<file path="config.mk">
export PLATFORM = sky130hd
export DESIGN_NAME = standstill_motion_state_ramp_top
export DESIGN_NICKNAME = d
export VERILOG_FILES = /design/src/design/smsr_pkg.sv /design/src/design/standstill_motion_state_ramp_top.sv /design/src/design/smsr_mode.sv /design/src/design/smsr_ramp.sv
export VERILOG_INCLUDE_DIRS = /design/src /design/src/design
export SDC_FILE = /design/constraint.sdc
export NUM_CORES = 1
export LEC_CHECK = 0
export BUFFER_PORTS_ARGS = -buffer_cell sky130_fd_sc_hd__buf_2
export CAP_MARGIN = 40
export CORE_ASPECT_RATIO = 0.8
export CORE_MARGIN = 2
export CORE_UTILIZATION = 60
export DETAILED_ROUTE_END_ITERATION = 7
export PLACE_DENSITY = 0.82
export SYNTH_ARGS = -nofsm -noshare
export SYNTH_HDL_FRONTEND = slang
export SYNTH_SLANG_ARGS = --single-unit
</file>
<file path="constraint.sdc">
create_clock -name i_clk -period 5.79 [get_ports i_clk]
set_input_delay 0.2895 -clock i_clk [delete_from_list [all_inputs] [get_ports i_clk]]
set_output_delay 0.2895 -clock i_clk [all_outputs]
set_load 0.01 [all_outputs]
</file>
<file path="src/design/assert_macros.svh">
// Assertion macros shared by the standstill ramp design.
// Included by files that carry concurrent checks; no other dependencies.
`ifndef ASSERT_MACROS_SVH
`define ASSERT_MACROS_SVH
`ifndef SYNTHESIS
// Check under reset gating
`define SMSR_CHECK(lbl, clk, rstn, prop) \
    lbl: assert property (@(posedge clk) disable iff (!(rstn)) (prop)) \
        else $error("check failed");
// Check that also holds while reset is asserted
`define SMSR_ALWAYS(lbl, clk, prop) \
    lbl: assert property (@(posedge clk) (prop)) else $error("check failed");
`else
`define SMSR_CHECK(lbl, clk, rstn, prop)
`define SMSR_ALWAYS(lbl, clk, prop)
`endif
`endif

</file>
<file path="src/design/smsr_pkg.sv">
// Shared types, constants and helpers for the standstill motion-state ramp.
// No dependencies; used by every module of the block.
package smsr_pkg;

    // Motion mode, one-hot
    typedef enum logic [4:0] {
        MODE_MOVE  = 5'b00001,
        MODE_STOP  = 5'b00010,
        MODE_STAND = 5'b00100,
        MODE_HOLD  = 5'b01000,
        MODE_START = 5'b10000
    } t_mode;

    // External mode codes
    localparam logic [2:0] CODE_MOVE  = 3'd0;
    localparam logic [2:0] CODE_STOP  = 3'd1;
    localparam logic [2:0] CODE_STAND = 3'd2;
    localparam logic [2:0] CODE_HOLD  = 3'd3;
    localparam logic [2:0] CODE_START = 3'd4;

    // Configuration register indexes
    localparam logic [1:0] CFG_TICK_TIME = 2'd0;
    localparam logic [1:0] CFG_HOLD_TIME = 2'd1;
    localparam logic [1:0] CFG_RAMP_STEP = 2'd2;

    // Thresholds in mm/s and mm/s^2
    localparam logic signed [15:0] SPEED_STOP_MAX  = 16'sd300;
    localparam logic signed [15:0] ACCEL_STOP_MAX  = -16'sd10;
    localparam logic signed [15:0] ACCEL_START_MIN = 16'sd300;
    localparam logic signed [15:0] ACCEL_RAMP_MAX  = -16'sd300;

    // Status of one tick, passed from mode logic to ramp and output stage
    typedef struct packed {
        logic       stop_out;
        logic       standing;
        logic       holding;
        logic [2:0] mode_code;
    } t_mode_status;

    function automatic logic [2:0] mode_code(input t_mode m);
        logic [2:0] c;
        begin
            unique case (m)
                MODE_STOP:  c = CODE_STOP;
                MODE_STAND: c = CODE_STAND;
                MODE_HOLD:  c = CODE_HOLD;
                MODE_START: c = CODE_START;
                default:    c = CODE_MOVE;
            endcase
            return c;
        end
    endfunction

endpackage

</file>
<file path="src/design/standstill_motion_state_ramp_top.sv">
// Standstill motion-state ramp: input register, mode and ramp logic, result register.
// Depends on smsr_pkg, smsr_mode, smsr_ramp and assert_macros.svh.
//
// Usage: one beat on the slave stream is one control tick. Each accepted beat
// yields exactly one result beat on the master stream, in order.
// Configuration is written through the cfg channel (index 0 tick time,
// 1 hold detect time, 2 ramp step); it is ready whenever reset is released and
// should only be written while no tick is in flight.
// Path: an accepted beat is captured in the input register, then in the result
// register, which presents it on the master stream until it is taken.
// Throughput: one beat per cycle while the master side is ready; the mode,
// timer and last-output registers feed their next values back combinationally.
// Stall: while the master side is not ready, the result register holds and
// the input register still takes one more beat; further input is then
// refused until the result is taken.
// Reset: synchronous, active low; mode returns to move, timer and last
// output to zero, registers to 20 / 2000 / 50, and both stages empty.
// Neither the slave stream nor the cfg channel is ready while reset is held.
`include "assert_macros.svh"
module standstill_motion_state_ramp_top #(
    parameter int TIMER_MAX = 65535
) (
    input  logic        i_clk,
    input  logic        i_rst_n,
    // Slave stream
    input  logic        s_axis_tvalid,
    output logic        s_axis_tready,
    // [0] control_enabled, [1] at_standstill, [17:2] ego_speed,
    // [33:18] demand_accel, [34] start_confirm, [35] driver_min_flag, rest zero
    input  logic [39:0] s_axis_tdata,
    // Master stream
    output logic        m_axis_tvalid,
    input  logic        m_axis_tready,
    // [15:0] cmd_accel, [16] cmd_enabled, [17] stop_request, [18] start_request,
    // [19] standing_state, [20] holding_state, [21] driver_min_out,
    // [24:22] mode_out, rest zero
    output logic [31:0] m_axis_tdata,
    // Configuration write channel
    input  logic        i_cfg_valid,
    output logic        o_cfg_ready,
    input  logic [1:0]  i_cfg_index,
    input  logic [15:0] i_cfg_data
);
    import smsr_pkg::*;

    // Input stage
    logic        r_in_valid;
    logic [35:0] r_in;
    logic        w_adv;

    // Configuration
    logic [9:0]  r_tick_time;
    logic [15:0] r_hold_time;
    logic [14:0] r_ramp_step;

    // Result stage
    logic        r_out_valid;
    logic [24:0] r_out;

    // Decoded fields
    logic               w_en, w_ss, w_conf, w_dmin;
    logic signed [15:0] w_speed, w_demand, w_accel;
    logic               w_stop_cond, w_start_req;
    t_mode_status       w_status;

    assign w_en     = r_in[0];
    assign w_ss     = r_in[1];
    assign w_speed  = r_in[17:2];
    assign w_demand = r_in[33:18];
    assign w_conf   = r_in[34];
    assign w_dmin   = r_in[35];

    assign w_stop_cond = (w_speed < SPEED_STOP_MAX) && (w_demand < ACCEL_STOP_MAX);
    assign w_start_req = (w_demand > ACCEL_START_MIN);

    // Advance when a tick waits and the result register is free
    assign w_adv         = r_in_valid && (!r_out_valid || m_axis_tready);
    assign s_axis_tready = i_rst_n && (!r_in_valid || w_adv);
    assign o_cfg_ready   = i_rst_n;

    // Capture input beats
    always_ff @(posedge i_clk) begin
        if (!i_rst_n) begin
            r_in_valid <= 1'b0;
        end else if (s_axis_tready) begin
            r_in_valid <= s_axis_tvalid;
        end
    end

    always_ff @(posedge i_clk) begin
        if (s_axis_tready && s_axis_tvalid) begin
            r_in <= s_axis_tdata[35:0];
        end
    end

    // Configuration writes
    always_ff @(posedge i_clk) begin
        if (!i_rst_n) begin
            r_tick_time <= 10'd20;
            r_hold_time <= 16'd2000;
            r_ramp_step <= 15'd50;
        end else if (i_cfg_valid) begin
            unique case (i_cfg_index)
                CFG_TICK_TIME: r_tick_time <= i_cfg_data[9:0];
                CFG_HOLD_TIME: r_hold_time <= i_cfg_data;
                CFG_RAMP_STEP: r_ramp_step <= i_cfg_data[14:0];
                default: ;
            endcase
        end
    end

    smsr_mode #(
        .TIMER_MAX (TIMER_MAX)
    ) u_mode (
        .i_clk           (i_clk),
        .i_rst_n         (i_rst_n),
        .i_adv           (w_adv),
        .i_enabled       (w_en),
        .i_standstill    (w_ss),
        .i_stop_cond     (w_stop_cond),
        .i_start_req     (w_start_req),
        .i_start_confirm (w_conf),
        .i_tick_time     (r_tick_time),
        .i_hold_time     (r_hold_time),
        .o_status        (w_status)
    );

    smsr_ramp u_ramp (
        .i_clk      (i_clk),
        .i_rst_n    (i_rst_n),
        .i_adv      (w_adv),
        .i_stop_out (w_status.stop_out),
        .i_demand   (w_demand),
        .i_step     (r_ramp_step),
        .o_accel    (w_accel)
    );

    // Result register
    always_ff @(posedge i_clk) begin
        if (!i_rst_n) begin
            r_out_valid <= 1'b0;
        end else if (w_adv) begin
            r_out_valid <= 1'b1;
        end else if (m_axis_tready) begin
            r_out_valid <= 1'b0;
        end
    end

    always_ff @(posedge i_clk) begin
        if (w_adv) begin
            r_out <= {w_status.mode_code, w_dmin, w_status.holding, w_status.standing,
                      w_start_req, w_status.stop_out, w_en, w_accel};
        end
    end

    assign m_axis_tvalid = r_out_valid;
    assign m_axis_tdata  = {7'b0, r_out};

    // Checks
    `SMSR_CHECK(a_no_adv_on_stall, i_clk, i_rst_n, !(w_adv && r_out_valid && !m_axis_tready))
    `SMSR_CHECK(a_busy_means_full, i_clk, i_rst_n, !s_axis_tready |-> r_in_valid)
    `SMSR_CHECK(a_hold_is_standing, i_clk, i_rst_n, r_out_valid && r_out[20] |-> r_out[19])
    `SMSR_ALWAYS(a_stop_needs_enable, i_clk, w_status.stop_out |-> w_en)

endmodule

</file>
<file path="src/design/smsr_mode.sv">
// Motion mode state machine and saturating standstill timer.
// Depends on smsr_pkg.
module smsr_mode #(
    parameter int TIMER_MAX = 65535
) (
    input  logic                      i_clk,
    input  logic                      i_rst_n,
    input  logic                      i_adv,
    input  logic                      i_enabled,
    input  logic                      i_standstill,
    input  logic                      i_stop_cond,
    input  logic                      i_start_req,
    input  logic                      i_start_confirm,
    input  logic [9:0]                i_tick_time,
    input  logic [15:0]               i_hold_time,
    output smsr_pkg::t_mode_status    o_status
);
    import smsr_pkg::*;

    t_mode       r_mode, n_mode;
    logic [15:0] r_timer, n_timer;
    logic [16:0] w_sum;
    logic [15:0] w_grown;

    // Saturating timer growth
    assign w_sum   = {1'b0, r_timer} + {7'b0, i_tick_time};
    assign w_grown = (w_sum > 17'(TIMER_MAX)) ? 16'(TIMER_MAX) : w_sum[15:0];

    // Next mode and timer
    always_comb begin
        n_mode  = r_mode;
        n_timer = r_timer;
        if (i_enabled) begin
            unique case (r_mode)
                MODE_STOP: begin
                    if (i_standstill) n_mode = MODE_STAND;
                    n_timer = '0;
                end
                MODE_STAND: begin
                    if (!i_standstill) n_mode = MODE_MOVE;
                    else if (i_start_req) n_mode = MODE_START;
                    else if (r_timer > i_hold_time) n_mode = MODE_HOLD;
                    n_timer = w_grown;
                end
                MODE_HOLD: begin
                    if (!i_standstill) n_mode = MODE_MOVE;
                    else if (i_start_req && i_start_confirm) n_mode = MODE_START;
                    n_timer = w_grown;
                end
                MODE_START: begin
                    if (!i_standstill) n_mode = MODE_MOVE;
                    n_timer = w_grown;
                end
                default: begin
                    if (i_standstill) n_mode = MODE_STAND;
                    else if (i_stop_cond) n_mode = MODE_STOP;
                    else n_mode = MODE_MOVE;
                    n_timer = '0;
                end
            endcase
        end else begin
            n_mode = i_standstill ? MODE_HOLD : MODE_MOVE;
        end
    end

    // Status of the new mode
    always_comb begin
        o_status.stop_out  = i_enabled && ((n_mode == MODE_STOP) ||
                             (n_mode == MODE_STAND) || (n_mode == MODE_HOLD));
        o_status.standing  = (n_mode == MODE_STAND) || (n_mode == MODE_HOLD);
        o_status.holding   = (n_mode == MODE_HOLD);
        o_status.mode_code = mode_code(n_mode);
    end

    // Commit state when a beat advances
    always_ff @(posedge i_clk) begin
        if (!i_rst_n) begin
            r_mode  <= MODE_MOVE;
            r_timer <= '0;
        end else if (i_adv) begin
            r_mode  <= n_mode;
            r_timer <= n_timer;
        end
    end

endmodule

</file>
<file path="src/design/smsr_ramp.sv">
// Deceleration ramp toward min(demand, -300 mm/s^2) and the last-output register.
// Depends on smsr_pkg.
module smsr_ramp (
    input  logic               i_clk,
    input  logic               i_rst_n,
    input  logic               i_adv,
    input  logic               i_stop_out,
    input  logic signed [15:0] i_demand,
    input  logic [14:0]        i_step,
    output logic signed [15:0] o_accel
);
    import smsr_pkg::*;

    logic signed [15:0] r_last;
    logic signed [15:0] w_target;
    logic signed [16:0] w_up, w_down, w_target17;
    logic signed [15:0] w_ramped;

    assign w_target   = (i_demand < ACCEL_RAMP_MAX) ? i_demand : ACCEL_RAMP_MAX;
    assign w_target17 = {w_target[15], w_target};
    assign w_up       = {r_last[15], r_last} + $signed({2'b00, i_step});
    assign w_down     = {r_last[15], r_last} - $signed({2'b00, i_step});

    // Step toward the target without passing it
    always_comb begin
        if (r_last < w_target) begin
            w_ramped = (w_up > w_target17) ? w_target : w_up[15:0];
        end else if (r_last > w_target) begin
            w_ramped = (w_down < w_target17) ? w_target : w_down[15:0];
        end else begin
            w_ramped = r_last;
        end
    end

    assign o_accel = i_stop_out ? w_ramped : i_demand;

    // Hold the last output
    always_ff @(posedge i_clk) begin
        if (!i_rst_n) begin
            r_last <= '0;
        end else if (i_adv) begin
            r_last <= o_accel;
        end
    end

endmodule
</file>
==> impl_metrics.tcl <==
set metrics [dict create \
    min_period_ns 4.838 \
    final_hold_viol_count 0 \
    final_antenna_net_count 0 \
    syn_area_per_cell_um2 8.815 \
    core_area_um2 15850 \
    fin_area_um2 10890 \
    cts-root-buf "clkbuf_16" \
    p_leak_nw 4.697 \
    cts_buffers 17 \
    cts_tree "built" \
    die_w_um 146.5 \
    drcViolationCount 0 \
    cts_sinks 139 \
    hpwl_mm 18.91 \
    max_clock_freq_mhz 206.7 \
    ys_seq_area_frac 0.3463 \
    htreeDepth 4 \
    place_ws_ns 1.102 \
    cp-end-kind "register" \
    fin_nets 1346 \
    grt_setup_unrepaired "false" \
    layout-drive-gt1-share 0.1442 \
    initial_utilization 0.6145 \
    cpMostUsedCell "nand2_1" \
    antenna_found_initial 0 \
    cts_resized 0 \
    gr-total-overflow 0 \
    crit-reg2reg-launch "u_ramp.r_last[1]" \
    async_flop_share 0 \
    power.density_nw_per_um2 265.8 \
    skew_ns 0.01048 \
    max_stage_delay_ns 0.50 \
    clk_latency_ns 0.43 \
    timing.final.ws_setup_ns 0.9525 \
    power_w 0.002894 \
    relSlewSlack 0.4029 \
    clk_path_buf_depth 2 \
    die_y_um 118.0 \
    syn_area_um2 9741 \
    crit_start "u_ramp.r_last[1]" \
    synth_compound_area_frac 0.2135 \
    gp_congestion 0.9781 \
    hold_start "s_axis_tdata[28]" \
    setup_viol 0 \
    synthMuxAreaShare 0.03648 \
    outcome "completed" \
    grt_max_degree 49 \
    vdd_ir_drop_max_mv 0.2329 \
    placed_cell_area_um2 10290 \
    synthSimpleGateAreaFrac 0.1789 \
    yosysWarnings 0 \
    grt_pass1_wl_mm 40.30 \
    io_pins 98 \
    worst_ep_arrival_time_ns 5.00 \
    finalSetupTns_ns 0 \
    path_max_fanout 21 \
    dr.pass1.iters 5 \
    max_slew.worst_pin.slew_ns 0.8844 \
    die_area_um2 17280 \
    area_delta_synth_final_pct 11.77 \
    crit_type "reg2reg" \
    cp.required_ns 5.96 \
    track_usage 0.2933 \
    synthDistinctLibCells 89 \
    synth_fa_ha_area_frac 0.1423 \
    vias 8658 \
    synth_edf_count 59 \
    avgRoutedWirePerCell_um 18.13 \
    fin_util 0.6868 \
    post-route-period-util 0.8355 \
    post_cts_buffers 0 \
    hold_path.class "in2reg" \
    portBuffers 84 \
    viasPerCell 6.180 \
    ys_seq_elements 139 \
    cts-hold-fix-buffers 0 \
    crit_slowest_cell "dfxtp_1" \
    drt_wl_total_mm 25.41 \
    grt_pass1_vias 7889 \
    finalMaxSlewViolations 0 \
    synth_top_family_by_area "compound AO/OA/AOI/OAI gates" \
    synth_xor_area_frac 0.02608 \
    timing.critical_path.cells "inv_1 > fa_1 > o21bai_1 > a2111oi_1 > o31ai_1 > a21oi_1 > xnor2_1 > ha_1 > nand4_1 > nor4_1 > nand2_1 > a31oi_1 > o21ai_1 > buf_4 > mux2_2 > o211ai_1 > nand2_1" \
    synth_ff_type "dfxtp_1" \
    cp-start-kind "register" \
    netlist_instances 1105 \
    clk_pin_slew_worst_paths_ns 0.06 \
    antennaDiodeCount 0 \
    drtIter0Drc 959 \
    cap_viol_max_count 0 \
    core.rowCount 41 \
]
[worst max-delay path, delay by kind of cell, from the launching register on]
kind                     cells  cell delay [ns]
AO/OA/AOI/OAI                7             1.54
AND/OR/NAND/NOR              4             0.80
adder cells (fa/ha/maj)      2             0.66
flip-flops                   1             0.50
XOR/XNOR                     1             0.41
buffers and inverters        2             0.33
multiplexers                 1             0.30
[cell type report]
type                       instances  area [um2]
clock buffer                      18       439.2
multi-input combinational        842        5849
timing repair buffer              93       495.5
sequential                       139        3373
fill                            1211        4965
tap                              215       269.0
clock inverter                    13       156.4
inverter                          81       304.0
[synth_stat cells, types with 7 or more instances]
cell type  number  share of area
nand2b_1       14         0.0090
buf_2           7         0.0036
edfxtp_1       59           0.18
o21ai_1         7         0.0036
xnor2_1        21          0.019
nor2b_1        15         0.0096
mux2i_1        22          0.023
nand3_1        29          0.015
ha_1          106           0.14
nand4_1        10         0.0064
nand2_1       116          0.045
and3_1         12         0.0077
inv_1          76          0.029
o211ai_1       23          0.018
a31oi_1        15         0.0096
o21bai_1        7         0.0054
a21oi_1        89          0.046
nor2_1         90          0.035
mux2_2         12          0.014
and2_1          7         0.0045
clkbuf_1       30          0.012
o21a_1         11         0.0085
o31ai_1        15          0.012
buf_4           9         0.0069
o21ai_0        42          0.022
or2_2          10         0.0064
a21o_1         13          0.010
nor3_1         27          0.014
dfxtp_1        80           0.16
xor2_1          8         0.0072
a211oi_1        8         0.0062
[stage by stage]
stage	std cells	hold slack (ns)
final	1401	0.02920
after global routing	1401	0.01860
after CTS	1401	0.01856
after detailed placement	1370	0.4077
after global placement	1368	0.4061
after floorplan	1111	0.3884
[registers in the layout (all words and copies together), names as in the netlist]
name / count
r_in: 34
r_tick_time: 10
m_axis_tvalid: 1
r_out: 25
u_ramp.r_last: 16
u_mode.r_mode: 5
r_in_valid: 1
r_ramp_step: 15
u_mode.r_timer: 16
r_hold_time: 16
[metal layers]
| layer | global-route usage | routed length [um] | up-vias |
|---|---|---|---|
| li1 | - | - | 4159 |
| met1 | 0.4239 | 11450 | 4029 |
| met2 | 0.4360 | 10700 | 428 |
| met3 | 0.07132 | 2670 | 42 |
| met4 | 0.08556 | 589 | 0 |
| met5 | 0 | 0 | - |
[final timing paths]
kind,to,cells past startpoint,slack (ns)
max,r_out[7],17,0.95
max reg2reg,r_out[7],17,0.95
min reg2reg,r_out[21],0,0.43
min,r_in[28],1,0.03
[report_power, final]
group          switching [W]  internal, W
registers          0.0000401      0.00107
logic               0.000407     0.000280
clock network       0.000442     0.000655
total               0.000889      0.00201
[placed cells by master, fill, tap and decap left out, types with 8 or more instances in the layout]
cell type and count:
o211ai_1 23, nand3_1 29, o21ai_0 41, nand4_1 10
buf_4 8, clkbuf_16 17, nand2b_1 14, nor2_1 90
a21oi_1 89, mux2i_1 22, o21ai_1 8, nand2_1 116
dfxtp_1 80, a21o_1 13, edfxtp_1 59, xor2_1 8
xnor2_1 21, inv_1 76, nor3_1 27, or2_2 10
a211oi_1 8, ha_1 106, buf_2 84, a31oi_1 15
mux2_2 12, and3_1 12, o31ai_1 15, nor2b_1 15
o21a_1 11
[logic make-up (layout without fill, tap and decap cells)]
family | count (synthesis) | after routing
other cells | 1 | 7
compound gates | 300 | 300
xor+xnor | 29 | 29
fa+ha+maj | 109 | 109
simple gates | 363 | 363
flops | 139 | 139
mux | 34 | 34
buf+inv | 130 | 205
(Power assumes the default switching activity.)
